===== src/sv/pcss_pkg.sv =====
package pcss_pkg;

  // Field widths
  localparam int ADDR_W  = 24;
  localparam int HW_W    = 16;
  localparam int OP_W    = 8;
  localparam int CNT_W   = 32;
  localparam int KIND_W  = 3;
  localparam int TGT_W   = 2;

  // Result kinds
  localparam logic [KIND_W-1:0] KIND_WRITE    = 3'd0;
  localparam logic [KIND_W-1:0] KIND_WAIT     = 3'd1;
  localparam logic [KIND_W-1:0] KIND_DONE     = 3'd2;
  localparam logic [KIND_W-1:0] KIND_TRAINERR = 3'd3;
  localparam logic [KIND_W-1:0] KIND_BADOP    = 3'd4;

  // Write targets
  localparam logic [TGT_W-1:0] TGT_PHY0 = 2'd0;
  localparam logic [TGT_W-1:0] TGT_BOTH = 2'd2;

  // Entry ops
  localparam logic [OP_W-1:0] OP_WR_BOTH = 8'd2;
  localparam logic [OP_W-1:0] OP_RANGE   = 8'd3;
  localparam logic [OP_W-1:0] OP_WAIT0   = 8'd4;
  localparam logic [OP_W-1:0] OP_WAIT1   = 8'd5;

  // Training message ids
  localparam logic [HW_W-1:0] MSG_SUCCESS = 16'h0007;
  localparam logic [HW_W-1:0] MSG_FAILURE = 16'h00ff;

  // Input function codes
  localparam logic FUNC_STREAM = 1'b0;
  localparam logic FUNC_MSG    = 1'b1;

  // Command queue between front and back
  localparam int QDEPTH = 4;
  localparam int QPTR_W = $clog2(QDEPTH);
  localparam int QCNT_W = $clog2(QDEPTH + 1);

  typedef struct packed {
    logic            func;
    logic [HW_W-1:0] halfword;
    logic            msg_phy;
    logic [HW_W-1:0] msg_id;
  } pcss_in_t;

  typedef struct packed {
    logic [KIND_W-1:0] kind;
    logic [TGT_W-1:0]  target;
    logic [ADDR_W-1:0] reg_address;
    logic [HW_W-1:0]   reg_data;
    logic [OP_W-1:0]   bad_op;
    logic              last;
  } pcss_out_t;

  // One queued command: an optional write beat followed by an optional tail beat
  typedef struct packed {
    logic              has_write;
    logic              tail_valid;
    logic [KIND_W-1:0] tail_kind;
    logic [TGT_W-1:0]  target;
    logic [ADDR_W-1:0] reg_address;
    logic [HW_W-1:0]   reg_data;
    logic [OP_W-1:0]   bad_op;
  } pcss_cmd_t;

  // Queue status seen by the front and back
  typedef struct packed {
    logic full;
    logic empty;
  } pcss_qstat_t;

endpackage


===== src/sv/pcss_front.sv =====
module pcss_front (
  input  logic                           clk,
  input  logic                           rst_n,
  input  logic                           in_valid,
  output logic                           in_ready,
  input  pcss_pkg::pcss_in_t             in_data,
  input  logic                           cfg_wr_en,
  input  logic [pcss_pkg::ADDR_W-1:0]    cfg_wr_data,
  input  pcss_pkg::pcss_qstat_t          qstat,
  output logic                           push,
  output pcss_pkg::pcss_cmd_t            push_cmd
);

  localparam logic [2:0] PH_HDR_LO = 3'd0;
  localparam logic [2:0] PH_HDR_HI = 3'd1;
  localparam logic [2:0] PH_SINGLE = 3'd2;
  localparam logic [2:0] PH_CNT_LO = 3'd3;
  localparam logic [2:0] PH_CNT_HI = 3'd4;
  localparam logic [2:0] PH_RANGE  = 3'd5;
  localparam logic [2:0] PH_WAIT   = 3'd6;
  localparam logic [2:0] PH_STOP   = 3'd7;

  logic [2:0]                    phase_r, phase_nxt;
  logic [pcss_pkg::HW_W-1:0]     header_low_r, header_low_nxt;
  logic [pcss_pkg::OP_W-1:0]     entry_op_r, entry_op_nxt;
  logic [pcss_pkg::ADDR_W-1:0]   write_address_r, write_address_nxt;
  logic [pcss_pkg::CNT_W-1:0]    range_remaining_r, range_remaining_nxt;
  logic [pcss_pkg::ADDR_W-1:0]   entries_done_r, entries_done_nxt;
  logic                          waited_phy_r, waited_phy_nxt;
  logic [pcss_pkg::ADDR_W-1:0]   entry_count_r;

  logic                          accept;
  logic [pcss_pkg::ADDR_W-1:0]   done_inc;
  logic                          inc_reached;
  logic [pcss_pkg::OP_W-1:0]     hdr_op;
  logic [pcss_pkg::CNT_W-1:0]    cnt_full;
  pcss_pkg::pcss_cmd_t           cmd;

  assign in_ready    = !qstat.full;
  assign accept      = in_valid && in_ready;
  assign done_inc    = entries_done_r + pcss_pkg::ADDR_W'(1);
  assign inc_reached = (done_inc >= entry_count_r);
  assign hdr_op      = in_data.halfword[15:8];
  assign cnt_full    = {in_data.halfword, range_remaining_r[pcss_pkg::HW_W-1:0]};

  // Decode one beat against the current phase
  always_comb begin
    phase_nxt           = phase_r;
    header_low_nxt      = header_low_r;
    entry_op_nxt        = entry_op_r;
    write_address_nxt   = write_address_r;
    range_remaining_nxt = range_remaining_r;
    entries_done_nxt    = entries_done_r;
    waited_phy_nxt      = waited_phy_r;
    cmd                 = '0;

    if (in_data.func == pcss_pkg::FUNC_MSG) begin
      if (phase_r == PH_WAIT && in_data.msg_phy == waited_phy_r) begin
        if (in_data.msg_id == pcss_pkg::MSG_SUCCESS) begin
          entries_done_nxt = done_inc;
          if (inc_reached) begin
            phase_nxt      = PH_STOP;
            cmd.tail_valid = 1'b1;
            cmd.tail_kind  = pcss_pkg::KIND_DONE;
          end else begin
            phase_nxt = PH_HDR_LO;
          end
        end else if (in_data.msg_id == pcss_pkg::MSG_FAILURE) begin
          phase_nxt      = PH_STOP;
          cmd.tail_valid = 1'b1;
          cmd.tail_kind  = pcss_pkg::KIND_TRAINERR;
          cmd.target     = {1'b0, waited_phy_r};
        end
      end
    end else begin
      unique case (phase_r)
        PH_HDR_LO: begin
          if (entries_done_r >= entry_count_r) begin
            phase_nxt      = PH_STOP;
            cmd.tail_valid = 1'b1;
            cmd.tail_kind  = pcss_pkg::KIND_DONE;
          end else begin
            header_low_nxt = in_data.halfword;
            phase_nxt      = PH_HDR_HI;
          end
        end
        PH_HDR_HI: begin
          entry_op_nxt      = hdr_op;
          write_address_nxt = {in_data.halfword[7:0], header_low_r};
          if (hdr_op <= pcss_pkg::OP_WR_BOTH) begin
            phase_nxt = PH_SINGLE;
          end else if (hdr_op == pcss_pkg::OP_RANGE) begin
            phase_nxt = PH_CNT_LO;
          end else if (hdr_op == pcss_pkg::OP_WAIT0 || hdr_op == pcss_pkg::OP_WAIT1) begin
            waited_phy_nxt = hdr_op[0];
            phase_nxt      = PH_WAIT;
            cmd.tail_valid = 1'b1;
            cmd.tail_kind  = pcss_pkg::KIND_WAIT;
            cmd.target     = {1'b0, hdr_op[0]};
          end else begin
            phase_nxt      = PH_STOP;
            cmd.tail_valid = 1'b1;
            cmd.tail_kind  = pcss_pkg::KIND_BADOP;
            cmd.bad_op     = hdr_op;
          end
        end
        PH_SINGLE: begin
          cmd.has_write    = 1'b1;
          cmd.target       = entry_op_r[pcss_pkg::TGT_W-1:0];
          cmd.reg_address  = write_address_r;
          cmd.reg_data     = in_data.halfword;
          entries_done_nxt = done_inc;
          if (inc_reached) begin
            phase_nxt      = PH_STOP;
            cmd.tail_valid = 1'b1;
            cmd.tail_kind  = pcss_pkg::KIND_DONE;
          end else begin
            phase_nxt = PH_HDR_LO;
          end
        end
        PH_CNT_LO: begin
          range_remaining_nxt = {{(pcss_pkg::CNT_W-pcss_pkg::HW_W){1'b0}}, in_data.halfword};
          phase_nxt           = PH_CNT_HI;
        end
        PH_CNT_HI: begin
          range_remaining_nxt = cnt_full;
          if (cnt_full == '0) begin
            entries_done_nxt = done_inc;
            if (inc_reached) begin
              phase_nxt      = PH_STOP;
              cmd.tail_valid = 1'b1;
              cmd.tail_kind  = pcss_pkg::KIND_DONE;
            end else begin
              phase_nxt = PH_HDR_LO;
            end
          end else begin
            phase_nxt = PH_RANGE;
          end
        end
        PH_RANGE: begin
          cmd.has_write       = 1'b1;
          cmd.target          = pcss_pkg::TGT_BOTH;
          cmd.reg_address     = write_address_r;
          cmd.reg_data        = in_data.halfword;
          write_address_nxt   = write_address_r + pcss_pkg::ADDR_W'(1);
          range_remaining_nxt = range_remaining_r - pcss_pkg::CNT_W'(1);
          if (range_remaining_r == pcss_pkg::CNT_W'(1)) begin
            entries_done_nxt = done_inc;
            if (inc_reached) begin
              phase_nxt      = PH_STOP;
              cmd.tail_valid = 1'b1;
              cmd.tail_kind  = pcss_pkg::KIND_DONE;
            end else begin
              phase_nxt = PH_HDR_LO;
            end
          end
        end
        PH_WAIT, PH_STOP: begin
          // stream beats are dropped here
        end
        default: begin
        end
      endcase
    end
  end

  assign push     = accept && (cmd.has_write || cmd.tail_valid);
  assign push_cmd = cmd;

  // Control state
  always_ff @(posedge clk) begin
    if (!rst_n) begin
      phase_r           <= PH_HDR_LO;
      header_low_r      <= '0;
      entry_op_r        <= '0;
      write_address_r   <= '0;
      range_remaining_r <= '0;
      entries_done_r    <= '0;
      waited_phy_r      <= 1'b0;
    end else if (accept) begin
      phase_r           <= phase_nxt;
      header_low_r      <= header_low_nxt;
      entry_op_r        <= entry_op_nxt;
      write_address_r   <= write_address_nxt;
      range_remaining_r <= range_remaining_nxt;
      entries_done_r    <= entries_done_nxt;
      waited_phy_r      <= waited_phy_nxt;
    end
  end

  // Entry count register
  always_ff @(posedge clk) begin
    if (!rst_n) begin
      entry_count_r <= '0;
    end else if (cfg_wr_en) begin
      entry_count_r <= cfg_wr_data;
    end
  end

`ifndef NO_ASSERTIONS
  // once stopped, nothing more is queued
  a_stop_silent: assert property (@(posedge clk) disable iff (!rst_n)
    (phase_r == PH_STOP) |-> !push)
    else $error("front queued a command after stopping");

  // a range phase always has writes outstanding
  a_range_nonzero: assert property (@(posedge clk) disable iff (!rst_n)
    (phase_r == PH_RANGE) |-> (range_remaining_r != '0))
    else $error("range phase with zero remaining count");
`endif

endmodule


===== src/sv/pcss_queue.sv =====
module pcss_queue (
  input  logic                   clk,
  input  logic                   rst_n,
  input  logic                   push,
  input  pcss_pkg::pcss_cmd_t    push_cmd,
  input  logic                   pop,
  output pcss_pkg::pcss_cmd_t    head_cmd,
  output pcss_pkg::pcss_qstat_t  qstat
);

  pcss_pkg::pcss_cmd_t             mem [pcss_pkg::QDEPTH];
  logic [pcss_pkg::QPTR_W-1:0]     wr_ptr_r, rd_ptr_r;
  logic [pcss_pkg::QCNT_W-1:0]     count_r, count_nxt;

  assign qstat.full  = (count_r == pcss_pkg::QCNT_W'(pcss_pkg::QDEPTH));
  assign qstat.empty = (count_r == '0);
  assign head_cmd    = mem[rd_ptr_r];

  // Storage
  always_ff @(posedge clk) begin
    if (push) begin
      mem[wr_ptr_r] <= push_cmd;
    end
  end

  // Occupancy
  always_comb begin
    count_nxt = count_r;
    if (push && !pop) begin
      count_nxt = count_r + pcss_pkg::QCNT_W'(1);
    end else if (pop && !push) begin
      count_nxt = count_r - pcss_pkg::QCNT_W'(1);
    end
  end

  // Pointers
  always_ff @(posedge clk) begin
    if (!rst_n) begin
      wr_ptr_r <= '0;
      rd_ptr_r <= '0;
      count_r  <= '0;
    end else begin
      if (push) begin
        wr_ptr_r <= wr_ptr_r + pcss_pkg::QPTR_W'(1);
      end
      if (pop) begin
        rd_ptr_r <= rd_ptr_r + pcss_pkg::QPTR_W'(1);
      end
      count_r <= count_nxt;
    end
  end

`ifndef NO_ASSERTIONS
  // no overflow or underflow
  a_no_overflow: assert property (@(posedge clk) disable iff (!rst_n)
    push |-> (!qstat.full || pop))
    else $error("queue push while full");

  a_no_underflow: assert property (@(posedge clk) disable iff (!rst_n)
    pop |-> !qstat.empty)
    else $error("queue pop while empty");
`endif

endmodule


===== src/sv/pcss_back.sv =====
module pcss_back (
  input  logic                   clk,
  input  logic                   rst_n,
  input  pcss_pkg::pcss_cmd_t    head_cmd,
  input  pcss_pkg::pcss_qstat_t  qstat,
  output logic                   pop,
  output logic                   out_valid,
  input  logic                   out_ready,
  output pcss_pkg::pcss_out_t    out_data
);

  logic half_r, half_nxt;
  logic wr_beat;
  logic fire;

  // write beat goes first, tail beat second
  assign wr_beat   = head_cmd.has_write && !half_r;
  assign out_valid = !qstat.empty;
  assign fire      = out_valid && out_ready;

  always_comb begin
    out_data = '0;
    if (wr_beat) begin
      out_data.kind        = pcss_pkg::KIND_WRITE;
      out_data.target      = head_cmd.target;
      out_data.reg_address = head_cmd.reg_address;
      out_data.reg_data    = head_cmd.reg_data;
      out_data.last        = !head_cmd.tail_valid;
    end else begin
      out_data.kind   = head_cmd.tail_kind;
      out_data.target = head_cmd.has_write ? pcss_pkg::TGT_PHY0 : head_cmd.target;
      out_data.bad_op = head_cmd.bad_op;
      out_data.last   = 1'b1;
    end
  end

  // Step through the beats of the head command
  always_comb begin
    half_nxt = half_r;
    pop      = 1'b0;
    if (fire) begin
      if (wr_beat && head_cmd.tail_valid) begin
        half_nxt = 1'b1;
      end else begin
        half_nxt = 1'b0;
        pop      = 1'b1;
      end
    end
  end

  always_ff @(posedge clk) begin
    if (!rst_n) begin
      half_r <= 1'b0;
    end else begin
      half_r <= half_nxt;
    end
  end

`ifndef NO_ASSERTIONS
  // the second beat only exists for commands carrying both a write and a tail
  a_half_shape: assert property (@(posedge clk) disable iff (!rst_n)
    half_r |-> (!qstat.empty && head_cmd.has_write && head_cmd.tail_valid))
    else $error("tail pending without a two-beat head command");
`endif

endmodule


===== src/sv/phy_config_stream_sequencer.sv =====
// PHY configuration stream sequencer.
// Input channel (in_valid/in_ready/in_data): one beat is either a stream
// halfword (func 0) or a training message from a PHY (func 1).
// Output channel (out_valid/out_ready/out_data): register writes, wait
// notices, done, training error and unknown-op results; last marks the final
// result caused by one input beat.
// cfg_wr_en/cfg_wr_data load the 24-bit entry count; write it while idle.
// Each result is held in the command queue before it appears on the output.
// Throughput: one input beat per cycle while the queue has room, each
// decoded as it is taken; the back drives one result per cycle while
// out_ready is high, and a write that completes the run gives two results.
// A four-entry command queue sits between decode and output. When the
// receiver stalls, input beats keep being taken until the queue fills; then
// in_ready drops until a command has drained.
// Reset (rst_n low, synchronous) clears the entry count, the decode state and
// the queue; the block is ready in the first cycle after reset.
// After done, a training error or an unknown op, all input is discarded
// until the next reset.
module phy_config_stream_sequencer (
  input  logic                         clk,
  input  logic                         rst_n,
  input  logic                         in_valid,
  output logic                         in_ready,
  input  pcss_pkg::pcss_in_t           in_data,
  output logic                         out_valid,
  input  logic                         out_ready,
  output pcss_pkg::pcss_out_t          out_data,
  input  logic                         cfg_wr_en,
  input  logic [pcss_pkg::ADDR_W-1:0]  cfg_wr_data
);

  logic                   push;
  logic                   pop;
  pcss_pkg::pcss_cmd_t    push_cmd;
  pcss_pkg::pcss_cmd_t    head_cmd;
  pcss_pkg::pcss_qstat_t  qstat;

  // Decode
  pcss_front u_front (
    .clk         (clk),
    .rst_n       (rst_n),
    .in_valid    (in_valid),
    .in_ready    (in_ready),
    .in_data     (in_data),
    .cfg_wr_en   (cfg_wr_en),
    .cfg_wr_data (cfg_wr_data),
    .qstat       (qstat),
    .push        (push),
    .push_cmd    (push_cmd)
  );

  // Command queue
  pcss_queue u_queue (
    .clk      (clk),
    .rst_n    (rst_n),
    .push     (push),
    .push_cmd (push_cmd),
    .pop      (pop),
    .head_cmd (head_cmd),
    .qstat    (qstat)
  );

  // Result output
  pcss_back u_back (
    .clk       (clk),
    .rst_n     (rst_n),
    .head_cmd  (head_cmd),
    .qstat     (qstat),
    .pop       (pop),
    .out_valid (out_valid),
    .out_ready (out_ready),
    .out_data  (out_data)
  );

endmodule

===== config.mk =====
export PLATFORM = sky130hd
export DESIGN_NAME = phy_config_stream_sequencer
export DESIGN_NICKNAME = d
export VERILOG_FILES = /design/src/sv/pcss_pkg.sv /design/src/sv/pcss_front.sv /design/src/sv/pcss_queue.sv /design/src/sv/pcss_back.sv /design/src/sv/phy_config_stream_sequencer.sv
export SDC_FILE = /design/constraint.sdc
export NUM_CORES = 1
export LEC_CHECK = 0
export BUFFER_PORTS_ARGS = -buffer_cell sky130_fd_sc_hd__buf_2
export CORE_MARGIN = 8
export CORE_UTILIZATION = 25
export DETAILED_ROUTE_END_ITERATION = 10
export PLACE_DENSITY_LB_ADDON = 0.1
export SLEW_MARGIN = 20
export SYNTH_ARGS = -nofsm -noshare
export SYNTH_HDL_FRONTEND = slang
export SYNTH_SLANG_ARGS = --single-unit

===== constraint.sdc =====
create_clock -name clk -period 11.4 [get_ports clk]
set_input_delay 0.57 -clock clk [delete_from_list [all_inputs] [get_ports clk]]
set_output_delay 0.57 -clock clk [all_outputs]
set_load 0.005 [all_outputs]

# --- After elaboration in Yosys (flattened, before gate mapping) ---
# Memory sizes are Yosys's and may differ from the RTL's. A register that Yosys moved wholly into a read port is not among the register bits.
# Cells that the tools add are included.
op_classes:
  addsub: 7
  magnitude_cmp: 3
  n_eq_ne: 19
  n_mux: 57
  bitwise_logic: 5
  reduce_logical: 34
op_table:
  columns: ["operator", "count"]
  rows:
  - ["$mux 24", 5]
  - ["$pmux 32 s3", 1]
  - ["$mux 40", 2]
  - ["$pmux 24 s3", 1]
  - ["$add 24x1->24 const B", 2]
  - ["$ge 24x24->1", 2]
  - ["$mux 48", 1]
  - ["$pmux 24 s2", 1]
  - ["$mux 8", 5]
  - ["$mux 3", 13]
  - ["$eq 32x1->1 const B", 1]
  - ["$logic_not 32->1", 1]
  - ["$sub 32x1->32 const B", 1]
  - ["$mux 6", 5]
  - ["$mux 4", 5]
  - ["$pmux 4 s5", 1]
  - ["$pmux 3 s6", 1]
  - ["$eq 16x3->1 const B", 1]
  - ["$eq 16x8->1 const B", 1]
  - ["$eq 8x3->1 const B", 2]
  - ["$eq 3x3->1 const B", 4]
  - ["$reduce_and 6->1", 2]
  - ["$mux 1", 10]
  - ["$reduce_and 3->1", 3]
  - ["other kinds (26)", 54]
totals:
  regBits: 134
  ram_bits: 220
  input_bits: 63
  output_inout_bits: 56
  word_cells: 139
  n_memories: 1
memory_table:
  columns: ["memory", "words", "word_bits", "rd", "rd_clocked_by_memory_dff", "wr", "line", "text"]
  rows:
  - ["u_queue.mem", 4, 55, 1, 1, 1, "pcss_queue.sv:11", "pcss_pkg::pcss_cmd_t mem [pcss_pkg::QDEPTH];"]

# --- Logic depth before layout (Yosys ltp) ---
# Gate-level depths: netlist of run 1.
depth:
  word_depth: 13
  ltp_mapped: 23
  ltp_nobuf: 21

# --- Modules after synthesis ---
# From an unflattened synthesis of run 1, not the netlist that was laid out.
hier_totals:
  cells_unflattened: 1501
  area_unflattened_um2: 17201.5
by_module_without_submodules:
  columns: ["module", "instances", "cells_per_inst", "area_each_um2", "seq_area_each_um2"]
  rows:
  - ["pcss_queue", 1, 330, 8450.6, 6786.5]
  - ["pcss_front", 1, 1104, 8314.2, 2522.4]
  - ["pcss_back", 1, 67, 436.7, 20.0]

# --- Worst setup path after synthesis of run 1 ---
# Ideal clock, no wire load.
synth_timing:
  path_type: "reg2reg"
  from: "reg u_front.entries_done_r[0] in the netlist's numbering"
  to: "mem u_queue.mem[0][0] in the netlist's numbering (enable)"
  setup_ns: 0.419
  t_arrival_ns: 5.388
  t_required_ns: 10.981
  setup_slack_ns: 5.593
  path_stages_with_launch: 19
  n_path_buf: 2
  synth_period_minus_slack_ns: 5.807
  path_cell_list: "dfxtp_1 -> nand3_1 -> or4_1 -> nor2_1 -> nand3_1 -> or2_2 -> clkbuf_1 -> nor2_1 -> xor2_1 -> ha_1 -> nand4_1 -> or4_1 -> a21oi_1 -> a211o_1 -> nand2_1 -> a31oi_1 -> o31a_1 -> buf_2 -> and2_1"
synth_between:
  elab_chain_len: 10
  word_cells_on_any_way: 15
  classes_between: "1 x add/sub; 2 x order compare; 10 x mux; 2 x reduce/logical"
synth_rtl:
  columns: ["element", "line", "text"]
  rows:
  - ["start: declaration", "pcss_front.sv:28", "logic [pcss_pkg::ADDR_W-1:0] entries_done_r, entries_done_nxt;"]
  - ["start signal: assignment", "pcss_front.sv:186", "entries_done_r <= entries_done_nxt;"]
  - ["$add 24x1->24 (*)", "pcss_front.sv:41", "assign done_inc = entries_done_r + pcss_pkg::ADDR_W'(1);"]
  - ["net u_front.done_inc, one bit", "pcss_front.sv:33", "logic [pcss_pkg::ADDR_W-1:0] done_inc;"]
  - ["$ge 24x24->1 (*)", "pcss_front.sv:42", "assign inc_reached = (done_inc >= entry_count_r);"]
  - ["$mux 4 (*)", null, null]
  - ["$mux 4, on equally long branches", "pcss_front.sv:147, pcss_front.sv:59, pcss_front.sv:127", null]
  - ["$pmux 4 s5 or $mux 6 (tied branches)", "pcss_front.sv:76, pcss_front.sv:58", null]
  - ["$mux 6 (*)", "pcss_front.sv:57", "if (in_data.func == pcss_pkg::FUNC_MSG) begin"]
  - ["$logic_or 1x1->1 (*)", "pcss_front.sv:167", "assign push = accept && (cmd.has_write || cmd.tail_valid);"]
  - ["$logic_and 1x1->1 (*)", "pcss_front.sv:167", null]
  - ["net push", "phy_config_stream_sequencer.sv:32", "logic push;"]
  - ["$mux 1 (*)", "pcss_queue.sv:21", "if (push) begin"]
  - ["$mux 1 (not written as such) (*)", "pcss_queue.sv:22", "mem[wr_ptr_r] <= push_cmd;"]
  - ["end: declaration", "pcss_queue.sv:11", null]
# Mark *: on every way through the listed nets, which the timed path passes. The rest lies on a longest branch.

# --- Final worst setup path of run 1 ---
layout_timing:
  from: "reg u_front.entries_done_r[0] in the netlist's numbering"
  to: "reg u_queue.count_r[2] in the netlist's numbering"
layout_between:
  elab_chain_len: 11
  word_cells_on_any_way: 18
  classes_between: "1 x add/sub; 2 x order compare; 9 x mux; 6 x reduce/logical"
layout_rtl:
  columns: ["element", "line", "text"]
  rows:
  - ["$add 24x1->24 (*)", "pcss_front.sv:41", null]
  - ["net u_front.done_inc, one bit", "pcss_front.sv:33", null]
  - ["$ge 24x24->1 (*)", "pcss_front.sv:42", null]
  - ["$mux 4 (*)", null, null]
  - ["$mux 4, on equally long branches", "pcss_front.sv:147, pcss_front.sv:59, pcss_front.sv:127", null]
  - ["$pmux 4 s5 or $mux 6 (tied branches)", "pcss_front.sv:76, pcss_front.sv:58", null]
  - ["$mux 6 (*)", "pcss_front.sv:57", null]
  - ["$logic_or 1x1->1 (*)", "pcss_front.sv:167", null]
  - ["$logic_and 1x1->1 (*)", "pcss_front.sv:167", null]
  - ["$logic_not 1->1", "pcss_queue.sv:31", "end else if (pop && !push) begin"]
  - ["$logic_and 1x1->1", "pcss_queue.sv:31", null]
  - ["$reduce_bool 2->1 (no source line)", null, null]
  - ["end signal: assignment", "pcss_queue.sv:49", "count_r <= count_nxt;"]
  - ["end: declaration", "pcss_queue.sv:13", "logic [pcss_pkg::QCNT_W-1:0] count_r, count_nxt;"]
# Marked as above.
# A chain may end at the register's enable or synchronous reset.

==> metrics.csv, run 1 <==
metric,value,unit
synth cell count leaders,"220 x edfxtp_1, 136 x dfxtp_1, 100 x and2_1",
Synth async-reset ratio,0,%
"EDFF count, synth",220,
hold buffer count at cts,0,
die area,0.07773,mm^2
peak supply drop,0.00008274,V
clock buffer depth,3,
Chip Height,278.8,um
setup ws final,5.346,ns
met1 Use GR,16.26,%
vias in the first global route,12289,
final WL,49870,um
Slew Limit Headroom,36.25,%
hpwl dp,32220,um
Critical Path Source Type,flop,
drt pass-1 iters,6,
Overflow after GRT,0,
largest net degree at the start of global routing,75,
ANT nets after route,0,
initial core utilization,25.22,%
Yosys top cell area share,38.26,%
H-tree levels,2,
Final Hold Fails,0,
met2 Use GR,21.60,%
nets@finish,1701,
grt met3 use,2.538,%
Worst Path Arrival,6.54,ns
fmax,165.2,MHz
detailed-route via count,11777,
layout cells sized above 1,18.59,%
Mapped Cells,1481,
CORE AREA,0.06847,mm^2
Root Driver,clkbuf_16,
Hold Crit Class,in2reg,
"count leader, synth",edfxtp_1,
minimum clock period,6.054,ns
Syn Std Cell Area,0.01727,mm^2
register area,0.009334,mm^2
post-synth cell types,70,
crit path launch,u_front.entries_done_r[0]$_SDFFE_PN0P_,
total CTS buffers,44,
Chip Width,278.8,um
Area Growth Syn to Fin,17.13,%
Leakage Power,7.264,nW
DR iter-0 viols,883,
final worst path period share,53.10,%
initial antenna violation count,6,
port buffer count,118,
CTS Sinks,356,
later-pin clock latency in the skew report,0.58,ns
largest area contributor in the netlist,edfxtp_1,
CTS resizes,0,
"Most Used Layer, Global Route",met2,
Placer Congestion,0.7715,
RSZ-0062 raised after global routing,false,
"worst slack, placed",5.330,ns
"Avg Cell Area, Syn",11.66,um^2
crit path kind,reg2reg,
post-synthesis sequential area ratio,54.03,%
Vias/cell,4.715,
fin util,29.54,%
Seq cells post-synth,356,
"setup slack, reg-to-reg",5.35,ns
# fillers,7092,
Slew Limit Fails,0,
Worst setup EP type,flop,
area of the multi-input gates,0.007513,mm^2
Min Hold Slack,0.2609,ns
WL per Instance,19.96,um
RR Startpoint,u_front.entries_done_r[0]$_SDFFE_PN0P_,
Total Negative Setup Slacks,0,ns
Post-CTS Setup Inserts,0,
first-pass GRT wire length,76580,um
CP Max Fanout,9,
synth top area cells,"edfxtp_1 38%, dfxtp_1 16%, mux4_2 7.2%, ha_1 4.1%, and2_1 3.6%",
final setup fails,0,
outcome,"finished, final reports clean",
clk_skew,0.02526,ns
Synth Flop Type,edfxtp_1,
TritonCTS clock tree,yes,
total power,3.425,mW
WP data required,11.89,ns
Syn. warnings,0,
DRC Markers,0,
Top Ports,119,
Hold Startpoint,cfg_wr_data[1],
Power Density,169.3,mW/mm^2
FP Rows,96,
GRT Util Overall,12.66,%
Synthesized Nets,1602,
max cap viols,0,
Worst-path clk slew,0.06,ns
Slew @ Worst Pin,0.9563,ns
## cells by family after synthesis
| group | synth area share, % |
|---|---|
| xor+xnor | 2.587 |
| mux | 9.899 |
| fa+ha+maj | 4.246 |
| buf+inv | 2.732 |
| simple gates | 16.80 |
| compound gates | 9.710 |
| flops | 54.03 |
## layout by cell type (no fill, tap or decap), drive strengths merged, types with 6 or more instances in the layout
cell type	n
nand2b	6
and2	100
nor2	100
o211ai	6
clkbuf	53
a21boi	11
o21ai	80
or4	13
mux2i	47
mux4	55
and3	9
buf	137
o221a	10
ha	57
nand2	78
clkinv	22
nand4	15
xor2	33
nand3	30
or3	12
a21oi	73
dfxtp	136
nor4	10
a22oi	6
a32oi	6
a31oi	13
nor3	37
xnor2	18
edfxtp	220
nand3b	6
and4	6
nor2b	98
inv	38
## path summary, 6_finish.rpt
kind                                            to  depth (start not counted)
min reg2reg             u_back.half_r$_SDFFE_PN0P_                          2
max                u_queue.count_r[2]$_SDFFE_PN0P_                         21
min          u_front.entry_count_r[1]$_SDFFE_PN0P_                          3
max reg2reg        u_queue.count_r[2]$_SDFFE_PN0P_                         21
## sequential cells by signal, summed over array words and instances (netlist names), named ones only
register and cells:
u_front.range_remaining_r 32, u_queue.rd_ptr_r 2, u_back.half_r 1, u_front.write_address_r 24, u_queue.count_r 3, u_queue.mem 220, u_front.waited_phy_r 1, u_front.header_low_r 16
u_front.entries_done_r 24, u_queue.wr_ptr_r 2, u_front.entry_op_r 2, u_front.entry_count_r 24, u_front.phase_r 3
## worst max-delay path: stages (launching register included)
cell and delay [ns]:
dfxtp_1 0.44, nand3_1 0.17, or4_1 0.63, nor2_1 0.22, nand3_1 0.40, or2_2 0.49, nor2_1 0.14, xor2_1 0.09
ha_1 0.31, nand4_1 0.17, or4_1 0.55, a21oi_1 0.13, a211o_1 0.31, nand2_1 0.11, a31oi_1 0.18, o31a_1 0.33
ha_1 0.25, inv_1 0.06, fa_1 0.38, xor2_1 0.16, or3_1 0.30, a21boi_0 0.16
## stage by stage
stage | area (um^2) | std cells
6_report | 20220 | 2498
4_1_cts | 20190 | 2495
3_3_place_gp | 18800 | 2415
2_1_floorplan | 17270 | 1481
5_1_grt | 20220 | 2496
3_5_place_dp | 18800 | 2415
## where the power goes
part | internal [mW] | total, mW | switching, mW | leakage (nW)
Clock | 0.787 | 1.35 | 0.561 | 0.685
Sequential | 1.39 | 1.45 | 0.0517 | 3.12
Combinational | 0.303 | 0.631 | 0.328 | 3.46
Total | 2.48 | 3.42 | 0.941 | 7.26
## metal layers
metal / up-vias / part of all wire [%]
li1: 5689 / -
met1: 5779 / 45
met2: 245 / 48
met3: 64 / 4.4
met4: 0 / 2.2
met5: - / 0
## final cells by class
class / count / share of cell area (%)
Sequential cell: 356 / 46.15
Multi-Input combinational cell: 1004 / 37.15
Clock buffer: 53 / 5.661
Tap cell: 882 / 5.457
Timing Repair Buffer: 137 / 3.675
Clock inverter: 27 / 1.194
Inverter: 37 / 0.6867
Antenna cell: 2 / 0.02475
No activity file was read; power rests on OpenSTA's default activity.
==> inputs of run 2 (changes only) <==
==> constraint.sdc (replaced) <==
create_clock -name clk -period 5.6 [get_ports clk]
set_input_delay 0.28 -clock clk [delete_from_list [all_inputs] [get_ports clk]]
set_output_delay 0.28 -clock clk [all_outputs]
set_load 0.005 [all_outputs]
==> run 2 against run 1 <==
  * Flip-flop and latch count unchanged
  * Die area unchanged
  * Critical endpoint unchanged
  * Combinational power up 87%
  * Worst hold slack worse by 0.12 ns
  * Largest power group unchanged
  * First-iteration DRC count down 20%
  * Critical path type unchanged
  * Critical path depth unchanged
==> metrics.csv, run 2 (synthesized netlist as in run 1, its figures left out) <==
metric,value,unit,change
die area,0.07773,mm^2,unchanged
outcome,"finished, final reports clean",,unchanged
Critical Path Source Type,flop,,unchanged
vias in the first global route,12330,,was 12.29k
kind of cell adding the most delay to the critical path,simple AND/OR/NAND/NOR gates,,unchanged
Worst-path clk slew,0.06,ns,about the same
clk_skew,0.01742,ns,was 0.02526 ns
clock buffer depth,3,,unchanged
final WL,50610,um,"was 49,870 um"
CORE AREA,0.06847,mm^2,unchanged
drt pass-1 iters,5,,was 6
final worst path period share,91.84,%,was 53.10%
later-pin clock latency in the skew report,0.59,ns,was 0.58 ns
CP max-delay cell,or4_4,,was or4_1
CP Max Fanout,6,,was 9
Top Ports,119,,unchanged
port buffer count,118,,unchanged
layout cells sized above 1,19.19,%,was 18.59%
most frequent cells in the layout,"220 x edfxtp_1, 129 x dfxtp_1, 117 x buf_2",,"was 220 x edfxtp_1, 134 x dfxtp_1, 117 x buf_2"
H-tree levels,2,,unchanged
Leakage Power,7.474,nW,was 7.264 nW
final setup fails,0,,unchanged
peak supply drop,0.0001832,V,was 0.00008274 V
nets@finish,1736,,"was 1,701"
first-pass GRT wire length,77090,um,"was 76,580 um"
ANT nets after route,0,,unchanged
Final Non-Filler Cells,2535,,"was 2,498"
DR iter-0 viols,702,,was 883
Overflow after GRT,0,,unchanged
Slew @ Worst Pin,1.072,ns,was 0.9563 ns
total power,7.016,mW,was 3.425 mW
Top reg by flops,u_queue.mem,,unchanged
hpwl dp,32970,um,"was 32,220 um"
initial core utilization,25.22,%,unchanged
FP Rows,96,,unchanged
area post-placement,0.01893,mm^2,was 0.01880 mm^2
Slew Limit Fails,0,,unchanged
RSZ-0062 raised after global routing,false,,unchanged
design area,0.02071,mm^2,was 0.02022 mm^2
Chip Height,278.8,um,unchanged
Area Growth Syn to Fin,19.97,%,was 17.13%
minimum clock period,5.143,ns,was 6.054 ns
Worst setup EP type,flop,,unchanged
largest net degree at the start of global routing,89,,was 75
detailed-route via count,12013,,was 11.78k
initial antenna violation count,6,,unchanged
crit path kind,reg2reg,,unchanged
Regs by FF count,"u_queue.mem: 220 flops, u_front.range_remaining_r: 32 flops",,unchanged
Power Density,338.7,mW/mm^2,was 169.3 mW/mm^2
Vias/cell,4.739,,was 4.715
r2r worst-path depth,21,,unchanged
max reg flops,220,,unchanged
fmax,194.4,MHz,was 165.2 MHz
Slew Limit Headroom,28.05,%,was 36.25%
WP data required,6.11,ns,was 11.89 ns
fin util,30.26,%,was 29.54%
GRT Util Overall,12.78,%,was 12.66%
Hold Crit Class,in2reg,,unchanged
max cap viols,0,,unchanged
placed cell count,2424,,"was 2,415"
Post-CTS Setup Inserts,0,,unchanged
TritonCTS clock tree,yes,,unchanged
WL per Instance,19.96,um,about the same
Worst Path Arrival,5.65,ns,was 6.54 ns
DRC Markers,0,,unchanged
Min Hold Slack,0.1451,ns,was 0.2609 ns
WP buf/inv,1,,unchanged
Placer Congestion,0.7569,,was 0.7715
max incr delay on CP,0.58,ns,was 0.63 ns
Crit path depth,21,,unchanged
CTS Sinks,356,,unchanged
"Cell Chain, Critical Path",nand3_1 -> or4_4 -> nor2_2 -> nand3_1 -> or2_2 -> nor2_1 -> xor2_1 -> ha_1 -> nand4_1 -> or4_1 -> a21oi_1 -> a211o_1 -> nand2_1 -> a31oi_1 -> o31a_1 -> ha_1 -> inv_1 -> fa_1 -> xor2_1 -> or3_1 -> a21boi_0,,was nand3_1 -> or4_1 -> nor2_1 -> nand3_1 -> or2_2 -> nor2_1 -> xor2_1 -> ha_1 -> nand4_1 -> or4_1 -> a21oi_1 -> a211o_1 -> nand2_1 -> a31oi_1 -> o31a_1 -> ha_1 -> inv_1 -> fa_1 -> xor2_1 -> or3_1 -> a21boi_0
"commonest non-fill, non-tap cell in the layout",edfxtp_1,,unchanged
Chip Width,278.8,um,unchanged
setup ws final,0.4570,ns,was 5.346 ns
Total Negative Setup Slacks,0,ns,unchanged
Root Driver,clkbuf_16,,unchanged
Hold Path Depth,3,,unchanged
"worst slack, placed",0.2592,ns,was 5.330 ns
total CTS buffers,45,,was 44
Final Hold Fails,0,,unchanged
[run 2: final timing paths]
path	endpoint	from	slack [ns]
setup / recovery	u_queue.count_r[2]$_SDFFE_PN0P_	u_front.entries_done_r[0]$_SDFFE_PN0P_	0.46
hold reg to reg	u_back.half_r$_SDFFE_PN0P_	u_back.half_r$_SDFFE_PN0P_	0.48
setup reg to reg	u_queue.count_r[2]$_SDFFE_PN0P_	u_front.entries_done_r[0]$_SDFFE_PN0P_	0.46
hold / removal	u_front.header_low_r[3]$_SDFFE_PN0P_	in_data[20]	0.15
[run 2: layout make-up]
class                      instances  area [um^2]
multi-input combinational       1004         7518
clock buffer                      54         1170
inverter                          37        138.9
tap                              882         1104
antenna                            1        2.502
clock inverter                    30        305.3
fill                            7012        47750
sequential                       356         9340
timing repair buffer             171         1136
[run 2: tightest hold or removal path, delay by kind of cell]
family	cells	cell delay, ns
simple gates	1	0.05
mux	1	0.16
buf+inv	1	0.19
[run 2: repair_timing]
item | CTS | global route
gates resized for setup | 0 | 10
hold endpoints to repair | 25 | 0
hold buffers | 25 | 0
endpoints found under the setup margin | 0 | 25
[run 2: routing by layer]
| metal | GRT usage [%] | wire [um] | up-vias |
|---|---|---|---|
| met5 | 0 | 13 | - |
| met4 | 3.904 | 1322 | 2 |
| met3 | 2.120 | 2076 | 81 |
| met2 | 21.98 | 24650 | 257 |
| met1 | 16.36 | 22540 | 5923 |
| li1 | - | - | 5750 |
[run 2: report_power, final]
part	leakage, nW	switching (mW)	total, mW	internal, mW
logic	3.64	0.617	1.18	0.563
clock network	0.707	1.19	2.88	1.69
registers	3.13	0.122	2.96	2.84
total	7.47	1.93	7.02	5.09
==> inputs of run 3 (changes only) <==
--- a/config.mk
+++ b/config.mk
@@ -5,10 +5,10 @@
 export SDC_FILE = /design/constraint.sdc
 export NUM_CORES = 1
 export LEC_CHECK = 0
-export BUFFER_PORTS_ARGS = -buffer_cell sky130_fd_sc_hd__buf_2
 export CORE_MARGIN = 8
 export CORE_UTILIZATION = 25
 export DETAILED_ROUTE_END_ITERATION = 10
+export DONT_BUFFER_PORTS = 1
 export PLACE_DENSITY_LB_ADDON = 0.1
 export SLEW_MARGIN = 20
 export SYNTH_ARGS = -nofsm -noshare
==> run 3 against run 2 <==
  * Register-to-register slack worse by 0.08 ns
  * Global-route usage up 0.44 points
  * Clock-buffer cell count up 5
  * Largest power group unchanged
==> metrics.csv, run 3 (synthesized netlist as in run 1, its figures left out) <==
metric,value,unit,change
final WL,52310,um,"was 50,610 um"
Overflow after GRT,0,,unchanged
Top reg by flops,u_queue.mem,,unchanged
Slew Limit Headroom,28.41,%,was 28.05%
vias in the first global route,12340,,was 12.33k
CORE AREA,0.06847,mm^2,unchanged
CP Max Fanout,6,,unchanged
Top Ports,119,,unchanged
drt pass-1 iters,5,,unchanged
max cap viols,0,,unchanged
fmax,191.5,MHz,was 194.4 MHz
RSZ-0062 raised after global routing,false,,unchanged
CTS Sinks,356,,unchanged
FP Rows,96,,unchanged
initial core utilization,25.22,%,unchanged
nets@finish,1661,,"was 1,736"
Hold Crit Class,in2reg,,unchanged
max incr delay on CP,0.58,ns,about the same
Slew Limit Fails,0,,unchanged
max reg flops,220,,unchanged
clock buffer depth,3,,unchanged
TritonCTS clock tree,yes,,unchanged
Worst Path Arrival,5.72,ns,was 5.65 ns
Chip Height,278.8,um,unchanged
later-pin clock latency in the skew report,0.59,ns,about the same
r2r worst-path depth,21,,unchanged
H-tree levels,2,,unchanged
clk_skew,0.02317,ns,was 0.01742 ns
Vias/cell,4.769,,was 4.739
WP data required,6.10,ns,was 6.11 ns
Slew @ Worst Pin,1.071,ns,was 1.072 ns
final worst path period share,93.24,%,was 91.84%
Root Driver,clkbuf_16,,unchanged
DRC Markers,0,,unchanged
total CTS buffers,44,,was 45
first-pass GRT wire length,79070,um,"was 77,090 um"
final setup fails,0,,unchanged
"worst slack, placed",0.1039,ns,was 0.2592 ns
Worst-path clk slew,0.05,ns,was 0.06 ns
WL per Instance,21.29,um,was 19.96 um
peak supply drop,0.0001856,V,was 0.0001832 V
"commonest non-fill, non-tap cell in the layout",edfxtp_1,,unchanged
Area Growth Syn to Fin,18.28,%,was 19.97%
crit path launch,u_front.entries_done_r[1]$_SDFFE_PN0P_,,was u_front.entries_done_r[0]$_SDFFE_PN0P_
Total Negative Setup Slacks,0,ns,unchanged
Chip Width,278.8,um,unchanged
hpwl dp,32780,um,"was 32,970 um"
Hold Path Depth,3,,unchanged
Final Hold Fails,0,,unchanged
DR iter-0 viols,611,,was 702
layout cells sized above 1,11.90,%,was 19.19%
Post-CTS Setup Inserts,0,,unchanged
Regs by FF count,"u_queue.mem: 220 flops, u_front.range_remaining_r: 32 flops",,unchanged
Placer Congestion,0.7527,,was 0.7569
RR Startpoint,u_front.entries_done_r[1]$_SDFFE_PN0P_,,was u_front.entries_done_r[0]$_SDFFE_PN0P_
Worst setup EP type,flop,,unchanged
Critical Path Source Type,flop,,unchanged
outcome,"finished, final reports clean",,unchanged
most frequent cells in the layout,"220 x edfxtp_1, 131 x dfxtp_1, 98 x nor2b_1",,"was 220 x edfxtp_1, 129 x dfxtp_1, 117 x buf_2"
detailed-route via count,11717,,was 12.01k
GRT Util Overall,13.22,%,was 12.78%
largest net degree at the start of global routing,141,,was 89
Hold Startpoint,in_data[28],,was in_data[20]
crit path kind,reg2reg,,unchanged
total power,6.686,mW,was 7.016 mW
die area,0.07773,mm^2,unchanged
minimum clock period,5.222,ns,was 5.143 ns
"Cell Chain, Critical Path",nand3_1 -> or4_4 -> nor2_2 -> nand3_1 -> or2_2 -> nor2_1 -> xor2_1 -> ha_1 -> nand4_1 -> or4_1 -> a21oi_1 -> a211o_2 -> nand2_1 -> a31oi_1 -> o31a_1 -> ha_1 -> inv_1 -> fa_1 -> xor2_1 -> or3_1 -> a21boi_0,,was nand3_1 -> or4_4 -> nor2_2 -> nand3_1 -> or2_2 -> nor2_1 -> xor2_1 -> ha_1 -> nand4_1 -> or4_1 -> a21oi_1 -> a211o_1 -> nand2_1 -> a31oi_1 -> o31a_1 -> ha_1 -> inv_1 -> fa_1 -> xor2_1 -> or3_1 -> a21boi_0
Power Density,327.4,mW/mm^2,was 338.7 mW/mm^2
initial antenna violation count,5,,was 6
CP max-delay cell,or4_4,,unchanged
Leakage Power,7.052,nW,was 7.474 nW
port buffer count,0,,was 118
ANT nets after route,0,,unchanged
setup ws final,0.3783,ns,was 0.4570 ns
[run 3: changes by cell type in the layout (fill, tap and decap cells not counted), moves of 4 or more]
cell           change
clkinv_2           -5
clkbuf_1           +5
dlygate4sd3_1     +42
buf_2            -117
bufinv_16          -4
[run 3: worst paths after layout]
check / to / slack [ns]
setup / recovery: u_queue.count_r[2]$_SDFFE_PN0P_ / 0.38
hold / removal: u_front.range_remaining_r[11]$_SDFFE_PN0P_ / 0.04
setup reg to reg: u_queue.count_r[2]$_SDFFE_PN0P_ / 0.38
hold reg to reg: u_back.half_r$_SDFFE_PN0P_ / 0.48
[run 3: layout make-up]
cell class | count | area, um^2
Antenna cell | 3 | 7.507
Tap cell | 882 | 1104
Inverter | 37 | 138.9
Sequential cell | 356 | 9338
Clock buffer | 59 | 1189
Multi-Input combinational cell | 1004 | 7522
Timing Repair Buffer | 97 | 973.4
Clock inverter | 19 | 151.4
Fill cell | 7034 | 48040
[run 3: critical path: cells and delay by family, from the launching register on]
family | cells | cell delay (ns)
AOI/OAI and AO/OA | 5 | 0.90
xor gates and xnor gates | 2 | 0.24
and+or+nand+nor | 10 | 2.65
buffers and inverters | 1 | 0.06
adders and majority gates | 3 | 0.88
DFF | 1 | 0.40
[run 3: metal layers]
metal,vias to the layer above,GRT usage [%],share of wire (%)
li1,5616,-,-
met1,5850,16.41,45
met2,181,23.20,49
met3,70,2.596,4.0
met4,0,3.743,2.2
met5,-,0,0
[run 3: stage by stage]
step	cells	hold WS [ns]	instance area, um^2	utilization (%)
floorplan	1481	0.4361	17270	-
global placement	2307	0.4191	18340	26.79
detailed placement	2307	0.4191	18340	26.79
CTS	2453	0.001369	20380	29.77
global route	2455	0.03704	20420	29.82
finish	2457	0.03918	20420	29.83
[run 3: report_power, final]
part           total, mW  internal, mW  switching, mW
registers           2.95          2.84          0.111
clock network       2.65          1.50           1.16
logic               1.08         0.496          0.587
total               6.69          4.83           1.85
[run 3: what timing repair did]
item,CTS,global route
setup endpoints to repair,0,1
resized for setup,0,7
hold buffers,68,0
hold endpoints to repair,235,0
